## config.mk

```make
export PLATFORM = sky130hd
export DESIGN_NAME = rbst_prep_flat
export DESIGN_NICKNAME = d
export VERILOG_FILES = /design/src/hdl/rbst_pkg.sv /design/src/hdl/rbst_ray_if.sv /design/src/hdl/rbst_prep.sv /design/src/flat_wrapper.sv
export SDC_FILE = /design/constraint.sdc
export NUM_CORES = 2
export LEC_CHECK = 0
export ABC_AREA = 1
export BUFFER_PORTS_ARGS = -buffer_cell sky130_fd_sc_hd__buf_2
export CAP_MARGIN = 20
export CORE_AREA = 2 2 426 428
export DETAILED_ROUTE_END_ITERATION = 8
export DIE_AREA = 0 0 428 430
export PLACE_DENSITY = 0.47
export SLEW_MARGIN = 20
export SYNTH_ARGS = -nofsm -noshare
export SYNTH_HDL_FRONTEND = slang
export SYNTH_SLANG_ARGS = --single-unit
export TNS_END_PERCENT = 20
```

## constraint.sdc

```tcl
create_clock -name clk -period 21.4 [get_ports clk]
set_input_delay 1.07 -clock clk [delete_from_list [all_inputs] [get_ports clk]]
set_output_delay 1.07 -clock clk [all_outputs]
set_load 0.02 [all_outputs]
```

## src/hdl/rbst_pkg.sv

```systemverilog
`timescale 1ns / 1ps
package rbst_pkg;

    localparam int COORD_W = 32;
    localparam int DIFF_W = COORD_W + 1;
    localparam int FRAC_W = 16;
    localparam int NUM_W = DIFF_W + FRAC_W;
    localparam int DEN_W = COORD_W;
    localparam int REM_W = DEN_W + 1;
    localparam int DIST_W = 48;
    localparam int AXES = 3;
    localparam int LANES = 2 * AXES;
    localparam int DIV_STEPS_PER_STAGE = 2;
    localparam int DIV_STAGES = (NUM_W + DIV_STEPS_PER_STAGE - 1) / DIV_STEPS_PER_STAGE;

    localparam logic signed [DIST_W-1:0] DIST_MAX = {1'b0, {(DIST_W-1){1'b1}}};
    localparam logic signed [DIST_W-1:0] DIST_MIN = {1'b1, {(DIST_W-1){1'b0}}};

    typedef struct packed {
        logic [NUM_W-1:0] nq;
        logic [REM_W-1:0] rem;
        logic [DEN_W-1:0] den;
        logic             neg;
    } div_lane_t;

    typedef struct packed {
        logic [AXES-1:0] par;
        logic            par_miss;
    } side_t;

    typedef struct packed {
        div_lane_t [LANES-1:0] lane;
        side_t                 side;
    } div_word_t;

    // one restoring step: shift in the next numerator bit, subtract if it fits
    function automatic div_lane_t div_step(div_lane_t x);
        div_lane_t        y;
        logic [REM_W-1:0] rem_sh;
        y = x;
        rem_sh = {x.rem[REM_W-2:0], x.nq[NUM_W-1]};
        y.nq = {x.nq[NUM_W-2:0], 1'b0};
        if (rem_sh >= {1'b0, x.den})
        begin
            rem_sh = rem_sh - {1'b0, x.den};
            y.nq[0] = 1'b1;
        end
        y.rem = rem_sh;
        return y;
    endfunction

    function automatic div_word_t div_stage(div_word_t w, int stage);
        div_word_t y;
        y = w;
        for (int j = 0; j < DIV_STEPS_PER_STAGE; j++)
        begin
            if (stage * DIV_STEPS_PER_STAGE + j < NUM_W)
            begin
                for (int l = 0; l < LANES; l++)
                begin
                    y.lane[l] = div_step(y.lane[l]);
                end
            end
        end
        return y;
    endfunction

    function automatic logic signed [DIST_W-1:0] saturate(logic [NUM_W-1:0] m, logic neg);
        logic signed [DIST_W-1:0] r;
        if (!neg)
        begin
            if (m[NUM_W-1:DIST_W-1] != '0)
                r = DIST_MAX;
            else
                r = m[DIST_W-1:0];
        end
        else
        begin
            if (m[NUM_W-1] || (m[DIST_W-1] && (m[DIST_W-2:0] != '0)))
                r = DIST_MIN;
            else
                r = -m[DIST_W-1:0];
        end
        return r;
    endfunction

endpackage

```

## src/hdl/rbst_ray_if.sv

```systemverilog
`timescale 1ns / 1ps
interface rbst_ray_if;
    logic valid;
    logic ready;
    logic signed [31:0] origin_x;
    logic signed [31:0] origin_y;
    logic signed [31:0] origin_z;
    logic signed [31:0] dir_x;
    logic signed [31:0] dir_y;
    logic signed [31:0] dir_z;
    logic signed [31:0] box_a_x;
    logic signed [31:0] box_a_y;
    logic signed [31:0] box_a_z;
    logic signed [31:0] box_b_x;
    logic signed [31:0] box_b_y;
    logic signed [31:0] box_b_z;

    modport source (output valid, origin_x, origin_y, origin_z, dir_x, dir_y, dir_z,
                    box_a_x, box_a_y, box_a_z, box_b_x, box_b_y, box_b_z, input ready);
    modport sink (input valid, origin_x, origin_y, origin_z, dir_x, dir_y, dir_z,
                  box_a_x, box_a_y, box_a_z, box_b_x, box_b_y, box_b_z, output ready);
endinterface

```

## src/hdl/rbst_prep.sv

```systemverilog
`timescale 1ns / 1ps
module rbst_prep
(
    input  logic                 clk,
    input  logic                 rst_n,
    rbst_ray_if.sink             ray_in,
    output logic                 out_valid,
    input  logic                 out_ready,
    output rbst_pkg::div_word_t  out_word
);

    logic                valid_reg;
    logic                en;
    rbst_pkg::div_word_t word_reg;
    rbst_pkg::div_word_t word_next;

    logic signed [rbst_pkg::COORD_W-1:0] o [rbst_pkg::AXES];
    logic signed [rbst_pkg::COORD_W-1:0] d [rbst_pkg::AXES];
    logic signed [rbst_pkg::COORD_W-1:0] a [rbst_pkg::AXES];
    logic signed [rbst_pkg::COORD_W-1:0] b [rbst_pkg::AXES];

    assign o[0] = ray_in.origin_x;
    assign o[1] = ray_in.origin_y;
    assign o[2] = ray_in.origin_z;
    assign d[0] = ray_in.dir_x;
    assign d[1] = ray_in.dir_y;
    assign d[2] = ray_in.dir_z;
    assign a[0] = ray_in.box_a_x;
    assign a[1] = ray_in.box_a_y;
    assign a[2] = ray_in.box_a_z;
    assign b[0] = ray_in.box_b_x;
    assign b[1] = ray_in.box_b_y;
    assign b[2] = ray_in.box_b_z;

    assign en = !valid_reg || out_ready;
    assign ray_in.ready = en;
    assign out_valid = valid_reg;
    assign out_word = word_reg;

    always_comb
    begin
        logic signed [rbst_pkg::DIFF_W-1:0] diff;
        logic [rbst_pkg::DIFF_W-1:0]        mag;
        logic [rbst_pkg::DEN_W-1:0]         den;
        logic signed [rbst_pkg::COORD_W-1:0] lo;
        logic signed [rbst_pkg::COORD_W-1:0] hi;
        word_next = '0;
        for (int ax = 0; ax < rbst_pkg::AXES; ax++)
        begin
            den = d[ax][rbst_pkg::COORD_W-1] ? -d[ax] : d[ax];
            for (int k = 0; k < 2; k++)
            begin
                diff = (k == 0) ? ({a[ax][rbst_pkg::COORD_W-1], a[ax]} -
                                   {o[ax][rbst_pkg::COORD_W-1], o[ax]})
                                : ({b[ax][rbst_pkg::COORD_W-1], b[ax]} -
                                   {o[ax][rbst_pkg::COORD_W-1], o[ax]});
                mag = diff[rbst_pkg::DIFF_W-1] ? -diff : diff;
                word_next.lane[2*ax+k].nq = {mag, {rbst_pkg::FRAC_W{1'b0}}};
                word_next.lane[2*ax+k].rem = '0;
                word_next.lane[2*ax+k].den = den;
                word_next.lane[2*ax+k].neg = diff[rbst_pkg::DIFF_W-1] ^
                                             d[ax][rbst_pkg::COORD_W-1];
            end
            lo = (a[ax] < b[ax]) ? a[ax] : b[ax];
            hi = (a[ax] < b[ax]) ? b[ax] : a[ax];
            word_next.side.par[ax] = (d[ax] == '0);
            if ((d[ax] == '0) && ((o[ax] < lo) || (o[ax] > hi)))
                word_next.side.par_miss = 1'b1;
        end
    end

    always_ff @(posedge clk or negedge rst_n)
    begin
        if (!rst_n)
            valid_reg <= 1'b0;
        else if (en)
            valid_reg <= ray_in.valid;
    end

    always_ff @(posedge clk)
    begin
        if (en && ray_in.valid)
            word_reg <= word_next;
    end

endmodule

```

## src/flat_wrapper.sv

```systemverilog
// flat-port wrapper written by rule: the top's interface ports become plain ports
module rbst_prep_flat 
  (clk, rst_n, out_valid, out_ready, out_word, ray_in_valid, ray_in_origin_x, ray_in_origin_y, ray_in_origin_z, ray_in_dir_x, ray_in_dir_y, ray_in_dir_z, ray_in_box_a_x, ray_in_box_a_y, ray_in_box_a_z, ray_in_box_b_x, ray_in_box_b_y, ray_in_box_b_z, ray_in_ready);
  rbst_ray_if ray_in_i ();
  input  logic clk;
  input  logic rst_n;
  output logic out_valid;
  input  logic out_ready;
  output rbst_pkg::div_word_t out_word;
  input wire logic [$bits(ray_in_i.valid)-1:0] ray_in_valid;
  input wire logic [$bits(ray_in_i.origin_x)-1:0] ray_in_origin_x;
  input wire logic [$bits(ray_in_i.origin_y)-1:0] ray_in_origin_y;
  input wire logic [$bits(ray_in_i.origin_z)-1:0] ray_in_origin_z;
  input wire logic [$bits(ray_in_i.dir_x)-1:0] ray_in_dir_x;
  input wire logic [$bits(ray_in_i.dir_y)-1:0] ray_in_dir_y;
  input wire logic [$bits(ray_in_i.dir_z)-1:0] ray_in_dir_z;
  input wire logic [$bits(ray_in_i.box_a_x)-1:0] ray_in_box_a_x;
  input wire logic [$bits(ray_in_i.box_a_y)-1:0] ray_in_box_a_y;
  input wire logic [$bits(ray_in_i.box_a_z)-1:0] ray_in_box_a_z;
  input wire logic [$bits(ray_in_i.box_b_x)-1:0] ray_in_box_b_x;
  input wire logic [$bits(ray_in_i.box_b_y)-1:0] ray_in_box_b_y;
  input wire logic [$bits(ray_in_i.box_b_z)-1:0] ray_in_box_b_z;
  output wire logic [$bits(ray_in_i.ready)-1:0] ray_in_ready;
  assign ray_in_i.valid = ray_in_valid;
  assign ray_in_i.origin_x = ray_in_origin_x;
  assign ray_in_i.origin_y = ray_in_origin_y;
  assign ray_in_i.origin_z = ray_in_origin_z;
  assign ray_in_i.dir_x = ray_in_dir_x;
  assign ray_in_i.dir_y = ray_in_dir_y;
  assign ray_in_i.dir_z = ray_in_dir_z;
  assign ray_in_i.box_a_x = ray_in_box_a_x;
  assign ray_in_i.box_a_y = ray_in_box_a_y;
  assign ray_in_i.box_a_z = ray_in_box_a_z;
  assign ray_in_i.box_b_x = ray_in_box_b_x;
  assign ray_in_i.box_b_y = ray_in_box_b_y;
  assign ray_in_i.box_b_z = ray_in_box_b_z;
  assign ray_in_ready = ray_in_i.ready;
  rbst_prep u_core (.clk(clk), .rst_n(rst_n), .ray_in(ray_in_i), .out_valid(out_valid), .out_ready(out_ready), .out_word(out_word));
endmodule
```

* Word-level counts from Yosys, hierarchy flattened *
Cells that the tools add are included.

word-level totals
  logic and storage cells = 86
  output and inout bits = 696
  register bits after elaboration = 305

operators by class
  order comparisons = 9
  muxes and demuxes = 16
  bitwise gates (word level) = 6
  $add $sub $neg = 15
  reductions and logical operators = 13

operator list
  cell               number
  $mux 32            12
  $neg 33->33        6
  $sub 32x32->33     6
  $lt 32x32->1       6
  $gt 32x32->1       3
  $logic_not 32->1   3
  $neg 32->32        3
  $mux 31            3
  $xor 1x1->1        6
  $logic_and 1x1->1  4
  $logic_or 1x1->1   4
  $reduce_or 2->1    1
  $logic_not 1->1    1
  $mux 1             1

* Depth between registers and ports, before layout *
  depth in word-level cells = 6
  mapped depth = 33
  depth with buffers taken out = 32

* Worst setup path before layout *
OpenSTA, ideal clock, no wires.

  path kind = input-to-reg
  start point = input port ray_in_valid
  end point = register u_core.word_reg, in the netlist u_core.out_word[0], enable pin
  slack = 4.648 ns
  stages = 2
  library setup time = 1.072 ns
  data required time = 20.328 ns
  data arrival time = 15.680 ns
  path through = inv_1 > a21oi_1

on the way
  word-level cells in the longest chain between the ends = 1

ends and longest elaborated chain
  element                 RTL line            text
  start: declaration      flat_wrapper.sv:10  input wire logic [$bits(ray_in_i.valid)-1:0] ray_in_valid;
  $logic_and 1x1->1       rbst_prep.sv:82     if (en && ray_in.valid)
  end signal: assignment  rbst_prep.sv:83     word_reg <= word_next;
  end: declaration        rbst_prep.sv:14     rbst_pkg::div_word_t word_reg;

No other way between the ends.
A chain may end at the register's enable or synchronous reset.

* Worst setup path after layout *
  start point = input port ray_in_box_b_z[31]
  end point = register u_core.word_reg, in the netlist u_core.out_word[0], data pin

on the way
  word-level cells in the longest chain between the ends = 6
  elaborated cells between the ends (all ways) = 8
  classes of those cells = 3 x order compare; 2 x mux; 3 x reduce/logical

ends and longest elaborated chain
  element                                              RTL line                          text
  start: declaration                                   flat_wrapper.sv:22                input wire logic [$bits(ray_in_i.box_b_z)-1:0] ray_in_box_b_z;
  $lt 32x32->1                                         rbst_prep.sv:64, rbst_prep.sv:65
  $mux 32 (on tied branches)                           rbst_prep.sv:64, rbst_prep.sv:65
  $lt 32x32->1 / $gt 32x32->1 (equally long branches)  rbst_prep.sv:67                   if ((d[ax] == '0) && ((o[ax] < lo) || (o[ax] > hi)))
  $logic_or 1x1->1 *                                   rbst_prep.sv:67
  $logic_and 1x1->1 *                                  rbst_prep.sv:67
  $reduce_or 2->1 (no line) *                          n/a

Every way passes the cells marked *; elsewhere a longest branch is shown, timed or not.

==> results.toml <==
[drt]
drt-total-wl_um = 170000
post_drt_via_cell_ratio = 4.49
route.detailed.wl_per_inst_um = 20.4
detail_route.iter0.violations = 2523
drt.antenna.violating_nets = 0
drt_first_pass_iters = 6
drc = 0
routed-via-count = 37400

[floorplan]
die_w_um = 428
floorplan.core_area_um2 = 180000
initial_utilization = 0.216
io_pins = 1084
rows = 156
die_y_um = 430
die_area_um2 = 184000

[cells_and_area]
area.growth.synth_to_final_pct = 16.6
area.sequential_um2 = 9150
multi_input_comb_area_um2 = 25400
mostFrequentLayoutCells = "nand2_1 (997), buf_2 (789), inv_1 (597), ha_1 (483), nor2_1 (478)"
nets = 6789
most_frequent_standard_cell_in_the_layout_excluding_fill_and_tap_cells = "nand2_1"
filler_cell_count = 20000
final_layout_size_suffix_gt1_frac = 0.178

[timing]
maxClockFrequency_mhz = 163
timing_max_transition_violations_final = 0
period_minus_slack_ns = 6.14
finalClockSkew_ns = 0.0393
rsz0062_at_grt = "no"
tightest_slew_ns = 1.04
slew_headroom = 0.305
setup_slack_ns = 15.26
min_period_over_period = 0.287
hold_viol_final = 0
fin_tns_setup_ns = 0
final_count_of_negative_setup_slack_endpoints = 0

[clock_network]
cts.hold.buffers_added = 0
clock-root-buffer = "clkbuf_16"
cts_resized = 0
cts.repair_timing.setup_buffer_count = 0
worstSkewPairLatency_ns = 0.66
ctsHtreeMaxLevel = 2
cts_buffer_depth = 3
cts-buffers-inserted = 43
clock_sink_count = 305
cts_tree = "yes"
clk_transition_reported_paths_ns = 0.06

[critical_path]
critPathKind = "primary input to flip-flop"
type_of_destination_of_the_critical_path = "flip-flop"
critical_path_peak_fanout = 63
worst_ep_arrival_time_ns = 6.50
crit_start_category = "primary input"
r2r_setup_slack_ns = 17.48
required_ns = 21.76

[logic_synthesis]
netlist_instances = 5228
synth.yosys.seq_area_share = 0.235
synth.ff_latch_count = 305
mappedNetlistArea_um2 = 38900
async_reset_ff_frac = 0.00328
synthesis.area_per_instance_um2 = 7.43
yosysTopAreaCell = "edfxtp_1"
ys_top_cells_by_area = "edfxtp_1 (23%), ha_1 (16%), nand2_1 (9.7%)"
post_synth_num_cell_types = 72
synthFlopType = "edfxtp_1"
number_of_synthesized_flops_with_an_enable_pin = 304
synthDominantCellAreaShare = 0.235
synth.yosys.warnings = 0

[power]
cell_internal_pwr_mw = 1.68
p_clk_frac = 0.248
power.share.combinational = 0.482
vdd_drop_max_mv = 0.0516
netSwitchingFraction = 0.461
p_leak_nw = 21.6
power.density_nw_per_um2 = 68.7
power.net_switching_mw = 1.44
seq_power_share = 0.269

[min_path]
holdCritPathClass = "primary input to asynchronous set/reset pin"

[global_route]
global_route.usage.total = 0.176
grt_max_degree = 114
initial_antenna_violation_count = 23
globalRoute.totalOverflow = 0
grt_pass1_vias = 35300
grt_pass1_wl_um = 240000

[placed_design]
worst_setup_timing_slack_at_the_placement_stage_ns = 14.85
placement.io_buffers = 789
routabilityCongestion = 0.960
post-dp-hpwl_um = 148000

[status]
outcome = "completed"

[job]
maxCapViolCount = 0
[worst max-delay path: stages]
cell and delay [ns]:
buf_2 0.10, inv_1 0.06, ha_1 0.38, nand2_1 0.11, nor2_1 0.14, nand2_1 0.11
nor3b_1 0.22, nand2_1 0.13, nand2_1 0.25, nand2_1 0.15, nand2_2 0.07, buf_4 0.53
inv_1 0.41, nand2_1 0.13, o21ai_0 0.09, ha_1 0.31, nand4_1 0.13, nor4_1 0.64
nand4_1 0.29, o31ai_1 0.82, nand3_1 0.16, nand2_1 0.10, nand3_1 0.07
[synth_stat cells, types with 25 or more instances]
cell type and instances:
xor2_1 292, nor4_1 38, nor2_1 478, clkbuf_1 50
xnor2_1 120, nand2_1 1000, nor3_1 96, edfxtp_1 304
o21ai_0 322, nand3_1 167, a21oi_1 390, ha_1 483
buf_4 390, nand4_1 90, inv_1 597, nand2_2 25
[state kept, by name (all words and copies together) (netlist names)]
register / cells
u_core.out_valid: 1
u_core.out_word: 304
[per-layer routing]
metal,part of all wire,track usage
met2,0.50,0.315
met5,0.00041,0
met4,0.046,0.0775
met1,0.41,0.211
met3,0.049,0.0211
[power by group through the flow]
stage / clock network, mW / registers, mW / logic, mW
after global routing: 0.825 / 0.843 / 1.65
after CTS: 0.807 / 0.841 / 1.51
after global placement: 0 / 0.852 / 1.50
after floorplan: 0 / 0.939 / 0.946
after detailed placement: 0 / 0.852 / 1.51
final: 0.773 / 0.837 / 1.50
[per-stage QoR]
step	util	area [um^2]	hold WS (ns)	instances	power, mW
2_1_floorplan	-	40000	0.768	5521	1.89
3_3_place_gp	0.244	43800	0.571	8237	2.35
3_5_place_dp	0.244	43800	0.592	8237	2.36
4_1_cts	0.252	45300	0.154	8315	3.16
5_1_grt	0.252	45300	0.176	8321	3.32
6_report	0.252	45300	0.213	8325	3.11
[area by class of cell]
cell class                      instances  area share
Clock inverter                         30     0.00836
Clock buffer                           48      0.0242
Antenna cell                           10    0.000552
Multi-Input combinational cell       4151       0.560
Inverter                              609      0.0504
Timing Repair Buffer                  802      0.0895
Tap cell                             2370      0.0654
Sequential cell                       305       0.202
[final timing paths]
kind / start / endpoint / depth (start not counted)
worst max-delay path: ray_in_box_b_z[31] / u_core.out_word[0] / 23
worst min-delay path: rst_n / u_core.out_valid / 1
worst max register to register: u_core.out_valid / u_core.out_word[569] / 4
worst min register to register: u_core.out_valid / u_core.out_valid / 2
max in group asynchronous: rst_n / u_core.out_valid / 1
min in group clk: u_core.out_valid / u_core.out_valid / 2
[logic make-up (layout without fill, tap and decap cells)]
family,count (synthesis),in the layout,share of synthesized area
DFF,305,305,0.235
xor gates and xnor gates,427,427,0.100
AOI/OAI and AO/OA,927,927,0.137
buffers and inverters,1065,1489,0.141
adders and majority gates,489,489,0.159
and+or+nand+nor,2014,2014,0.228
other,1,304,0.0000965
(Power assumes the default switching activity.)
